===== src/hw/rtl/doa_pkg.sv =====
// Package for the disk occlusion accumulator: constants, sequencer states, divider request.
`default_nettype none
package doa_pkg;

    localparam int INDEX_BITS_DEF = 16;

    localparam logic [21:0] PI_Q20  = 22'd3294199;
    localparam logic [16:0] ONE_Q16 = 17'd65536;

    localparam logic MODE_LOAD = 1'b0;
    localparam logic MODE_ADD  = 1'b1;

    // shared divider geometry
    localparam int DEN_W = 42;
    localparam int QUO_W = 33;
    localparam int LO_W  = 33;
    localparam int CNT_W = 6;

    localparam logic [CNT_W-1:0] QBITS_COS   = 6'd18;
    localparam logic [CNT_W-1:0] QBITS_RATIO = 6'd33;

    typedef struct packed {
        logic             start;
        logic [DEN_W-1:0] den;
        logic [DEN_W-1:0] rem0;
        logic [LO_W-1:0]  lo;
        logic [CNT_W-1:0] cnt;
    } t_div_req;

    typedef enum logic [4:0] {
        S_IDLE,
        S_DIR,
        S_SQ,
        S_SQA,
        S_FAR,
        S_SQRT,
        S_CHKD,
        S_DE,
        S_DEA,
        S_DR,
        S_DRA,
        S_CHKE,
        S_DVE,
        S_DVEW,
        S_DVR,
        S_DVRW,
        S_CP,
        S_CPA,
        S_PI,
        S_PIA,
        S_DVA,
        S_DVAW,
        S_T1,
        S_T1A,
        S_T2,
        S_T2A,
        S_ADD,
        S_OUT
    } t_state;

endpackage
`default_nettype wire


===== src/hw/rtl/doa_divider.sv =====
// Shared restoring divider: one quotient bit per cycle.
`default_nettype none
module doa_divider
    import doa_pkg::*;
(
    input  wire logic             i_clk,
    input  wire logic             i_rst_n,
    input  wire t_div_req         i_req,
    output logic                  o_busy,
    output logic [QUO_W-1:0]      o_quot
);

    logic [DEN_W-1:0] r_rem;
    logic [DEN_W-1:0] r_den;
    logic [LO_W-1:0]  r_lo;
    logic [QUO_W-1:0] r_quot;
    logic [CNT_W-1:0] r_cnt;

    logic [DEN_W:0]   w_trial;
    logic [DEN_W:0]   w_diff;
    logic             w_ge;

    assign w_trial = {r_rem, r_lo[LO_W-1]};
    assign w_ge    = w_trial >= {1'b0, r_den};
    assign w_diff  = w_trial - {1'b0, r_den};

    always_ff @(posedge i_clk) begin
        if (!i_rst_n) begin
            r_cnt <= '0;
        end else if (i_req.start) begin
            r_cnt <= i_req.cnt;
        end else if (r_cnt != '0) begin
            r_cnt <= r_cnt - 1'b1;
        end
    end

    always_ff @(posedge i_clk) begin
        if (i_req.start) begin
            r_rem  <= i_req.rem0;
            r_den  <= i_req.den;
            r_lo   <= i_req.lo;
            r_quot <= '0;
        end else if (r_cnt != '0) begin
            // shift in the next dividend bit, subtract where it fits
            r_rem  <= w_ge ? w_diff[DEN_W-1:0] : w_trial[DEN_W-1:0];
            r_lo   <= {r_lo[LO_W-2:0], 1'b0};
            r_quot <= {r_quot[QUO_W-2:0], w_ge};
        end
    end

    assign o_busy = r_cnt != '0;
    assign o_quot = r_quot;

endmodule
`default_nettype wire


===== config.mk =====
export PLATFORM = sky130hd
export DESIGN_NAME = doa_divider
export DESIGN_NICKNAME = d
export VERILOG_FILES = /design/src/hw/rtl/doa_pkg.sv /design/src/hw/rtl/doa_divider.sv
export SDC_FILE = /design/constraint.sdc
export NUM_CORES = 1
export LEC_CHECK = 0
export BUFFER_PORTS_ARGS = -buffer_cell sky130_fd_sc_hd__buf_4
export CORE_MARGIN = 3
export CORE_UTILIZATION = 48
export CTS_CLUSTER_DIAMETER = 30
export DETAILED_ROUTE_END_ITERATION = 8
export HOLD_SLACK_MARGIN = 0.08
export PLACE_DENSITY = 0.7
export SLEW_MARGIN = 30
export SYNTH_ARGS = -nofsm -noshare
export SYNTH_HDL_FRONTEND = slang
export SYNTH_SLANG_ARGS = --single-unit
export TNS_END_PERCENT = 1

===== constraint.sdc =====
create_clock -name i_clk -period 7.2 [get_ports i_clk]
set_input_delay 1.44 -clock i_clk [delete_from_list [all_inputs] [get_ports i_clk]]
set_output_delay 1.44 -clock i_clk [all_outputs]
set_load 0.01 [all_outputs]

Yosys cells after proc, flatten, opt, wreduce, memory -nomap -nowiden
Cells that the tools add are included.
{ "totals": {"regBits": 156, "latch_bits": 0, "mem_bits_rw": 0, "romBits": 0, "in_bits": 126, "output_inout_bits": 34, "word_cells": 17, "memories": 0} }
{ "op_classes": {"add_sub_neg": 2, "mul": 0, "n_div": 0, "n_lt_le_gt_ge": 1, "eq_ne": 0, "n_shift": 0, "mux": 7, "bitwise": 0, "n_reduce_logical": 2} }
{ "op_table": {"columns": ["cell", "count"], "rows": [
  ["$mux W42", 3],
  ["$mux W33", 2],
  ["$ge A43 B42 Y1", 1],
  ["$sub A42 B42 Y42", 1],
  ["$mux W6", 2],
  ["$reduce_bool A6 Y1", 1],
  ["$sub A6 B1 Y6 const B", 1],
  ["$reduce_bool A2 Y1", 1]
]} }

Logic depth before layout (Yosys ltp)
{ "logic_depth": {"ltp_word": 4, "depth_mapped": 13} }

Least setup slack after synthesis
No wires, ideal clock.
{ "synth_path": {"path_type": "input-to-reg", "from": "input port i_req[123] (netlist bit)", "to": "register r_lo[0], enable pin", "setup_ns": 0.446, "arrival_time_ns": 3.835, "required_ns": 6.754, "path_slack_ns": 2.919, "cell_stages": 3, "n_path_buf": 2, "path_cell_list": "clkbuf_1 -> clkbuf_1 -> nand2b_1"} }
{ "synth_via": {"elab_chain_len": 1} }
{ "synth_rtl": {"columns": ["element", "line_no", "text"], "rows": [
  ["from (decl)", "doa_divider.sv:8", "input wire t_div_req i_req,"],
  ["$reduce_bool A2 Y1 (no source line)", null, null],
  ["to (signal assigned)", "doa_divider.sv:41", "r_lo <= i_req.lo;"],
  ["to (signal assigned)", "doa_divider.sv:46", "r_lo <= {r_lo[LO_W-2:0], 1'b0};"],
  ["to (decl)", "doa_divider.sv:15", "logic [LO_W-1:0] r_lo;"]
]} }
Every way passes these cells.
A chain may end at the register's enable or synchronous reset.

Worst setup path after layout
{ "layout_path": {"from": "register r_rem[2]", "to": "register r_rem[4] (data pin)"} }
{ "layout_via": {"elab_chain_len": 4, "elab_cells_between_ends": 5, "cone_classes": "add/sub (1); order compare (1); mux (3)"} }
{ "layout_rtl": {"columns": ["element", "line_no", "text"], "rows": [
  ["from (decl)", "doa_divider.sv:13", "logic [DEN_W-1:0] r_rem;"],
  ["from (signal assigned)", "doa_divider.sv:39", "r_rem <= i_req.rem0;"],
  ["from (signal assigned)", "doa_divider.sv:45", "r_rem <= w_ge ? w_diff[DEN_W-1:0] : w_trial[DEN_W-1:0];"],
  ["$sub A42 B42 Y42 or $ge A43 B42 Y1 (tied branches)", "doa_divider.sv:25, doa_divider.sv:24", null],
  ["$mux W42 *", "doa_divider.sv:45", null],
  ["$mux W42 *", "doa_divider.sv:43", "end else if (r_cnt != '0) begin"],
  ["$mux W42 *", "doa_divider.sv:38", "if (i_req.start) begin"]
]} }
Mark *: on every way between the ends. The rest lies on a longest branch, timed or not. The select of a mux whose other input is x is not followed.

==> flow_summary.json <==
{
  "maxCapViolCount": 0,
  "slew_headroom_pct": 49.7,
  "fin_area_um2": 10800,
  "antenna_found_initial": 0,
  "tritoncts": "built",
  "syn_area_per_cell_um2": 10.2,
  "area_growth_pct": 22.4,
  "dp_cells": 1223,
  "fmax_mhz": 256,
  "grt_pass1_wl_um": 33000,
  "n_antenna_cell": 0,
  "synth_seq_area_share_pct": 48.5,
  "grt_pass1_vias": 6792,
  "initial_core_util_pct": 49.1,
  "synth_common_cells": "edfxtp_1 (117), a21oi_1 (116), nand2_1 (98)",
  "dp_hpwl_um": 14100,
  "power_density_nw_per_um2": 399,
  "hold_slack_ns": 0.469,
  "yosys_most_used_dff": "edfxtp_1",
  "ir_drop_v": 0.000200,
  "rsz0062_at_grt": "false",
  "final_hold_viol_count": 0,
  "vias": 6889,
  "min_period_ns": 3.91,
  "postCtsSetupRepairBufs": 0,
  "cts_hold_buf": 0,
  "synth.distinct_cells": 54,
  "hold_path_class": "register to register",
  "path_max_fanout": 34,
  "worstPathRequired_ns": 7.39,
  "worst-setup-path-type": "register to register",
  "grt_use_total_pct": 20.2,
  "die_y_um": 142,
  "post_drt_wl_per_cell_um": 16.1,
  "yosys.area.top_type": "edfxtp_1",
  "setup_viol": 0,
  "worst_slew_pin_slew_ns": 0.753,
  "start_kind": "register",
  "cts.sinks": 156,
  "ys_top_cells_by_area": "edfxtp_1 (40%), dfxtp_1 (8.8%), mux2_2 (8.4%), a21oi_1 (6.6%), ha_1 (6.1%)",
  "cp.arrival_ns": 4.10,
  "fp.dieArea_um2": 20100,
  "drc": 0,
  "synth.top_cell.area_share_pct": 39.7,
  "clock_latency_ns": 0.43,
  "drt-vias-per-instance": 5.49,
  "fin_worst_skew_ns": 0.0106,
  "synthCells": 872,
  "p_leak_nw": 4.55,
  "tns_ns": 0,
  "clk_pin_slew_ns": 0.07,
  "cts_buffer_depth": 2,
  "dr.pass1.iters": 5,
  "port_buffers": 159,
  "ant_nets": 0,
  "wl_um": 20200,
  "core_um2": 18000,
  "drtIter0Drc": 384,
  "cts_inserted_buffers": 17,
  "fin_crit_sh_pct": 54.3,
  "ys_warn_count": 0,
  "num_rows": 49,
  "synth.most_common_cell": "edfxtp_1",
  "place_ws_ns": 3.34,
  "crit_path_end_kind": "register",
  "nets": 1183,
  "cts_resized": 0,
  "die_w_um": 142,
  "synth_area_um2": 8850,
  "synth_edf_count": 117,
  "fin_cells": 1255,
  "ys_ff_latch": 156,
  "io_pins": 160,
  "total_power_mw": 4.32,
  "drive_gt1_share_pct": 26.6,
  "async_flop_share_pct": 0,
  "status": "finished, final reports clean",
  "root_buffer": "clkbuf_16",
  "fin_ws_ns": 3.29,
  "place_congestion": 0.844,
  "drv_slew": 0,
  "htree_levels": 4,
  "fin_util_pct": 60.1,
  "overflow": 0,
  "placed_area_um2": 10200,
  "syn_nets": 1042,
  "grt_start_max_net_pins": 71
}
per-layer routing:
layer	global-route usage, %	up-vias	share of wire [%]
li1	-	3425	-
met2	33.3	180	47
met5	0	-	0
met4	5.91	0	1.5
met3	6.91	23	7.3
met1	25.4	3261	44
kinds of logic after synthesis:
group | count (synthesis) | share of synthesized area, %
simple gates | 241 | 12.6
compound gates | 225 | 15.7
flops | 156 | 48.5
buf+inv | 101 | 4.62
mux | 67 | 8.51
fa+ha+maj | 44 | 6.30
xor+xnor | 38 | 3.76
critical path, stage by stage, from the launching register on:
cell and delay, ns:
edfxtp_1 0.42, ha_1 0.37, o211ai_1 0.11, a21oi_1 0.31, o2111ai_2 0.24, a21oi_1 0.28
o2111ai_2 0.18, a21oi_4 0.65, buf_4 0.46, mux2_2 0.38, mux2_2 0.26
area by class of cell:
type | count | area [um2]
clock buffers | 17 | 425
clock inverters | 15 | 171
fillers | 1569 | 7190
inverters | 58 | 218
multi-input cells | 615 | 4160
flip-flops and latches | 156 | 4290
well taps | 229 | 287
repair buffers | 165 | 1270
cells in the final DEF, fill, tap and decap left out, types with 12 or more instances in the layout:
cell type / netlist / final
xnor2_1: 22 / 22
clkbuf_16: 0 / 17
buf_4: 1 / 162
a21oi_1: 116 / 116
edfxtp_1: 117 / 117
ha_1: 43 / 43
o21ai_0: 24 / 24
inv_1: 57 / 57
dfxtp_1: 39 / 39
mux2_2: 66 / 66
xor2_1: 16 / 16
a21o_1: 24 / 24
nor2_1: 58 / 58
nor3_1: 13 / 12
nand2_1: 98 / 98
flip-flops by register name, summed over array words and instances (netlist names):
register	count
r_lo	33
r_den	42
o_quot	33
r_cnt	6
r_rem	42
where the power goes:
part | internal (mW) | total [mW] | switching (mW)
logic | 0.914 | 2.09 | 1.17
clock network | 0.470 | 0.911 | 0.441
registers | 1.23 | 1.32 | 0.0938
total | 2.61 | 4.32 | 1.71
final timing paths:
check                               start                       to  slack [ns]  cells after the start
setup reg to reg       r_rem[2]$_DFFE_PP_       r_rem[4]$_DFFE_PP_        3.29                     10
setup / recovery       r_rem[2]$_DFFE_PP_       r_rem[4]$_DFFE_PP_        3.29                     10
hold / removal    o_quot[22]$_SDFFE_PP0P_  o_quot[22]$_SDFFE_PP0P_        0.47                      2
hold reg to reg   o_quot[22]$_SDFFE_PP0P_  o_quot[22]$_SDFFE_PP0P_        0.47                      2
No activity file was read; power rests on OpenSTA's default activity.
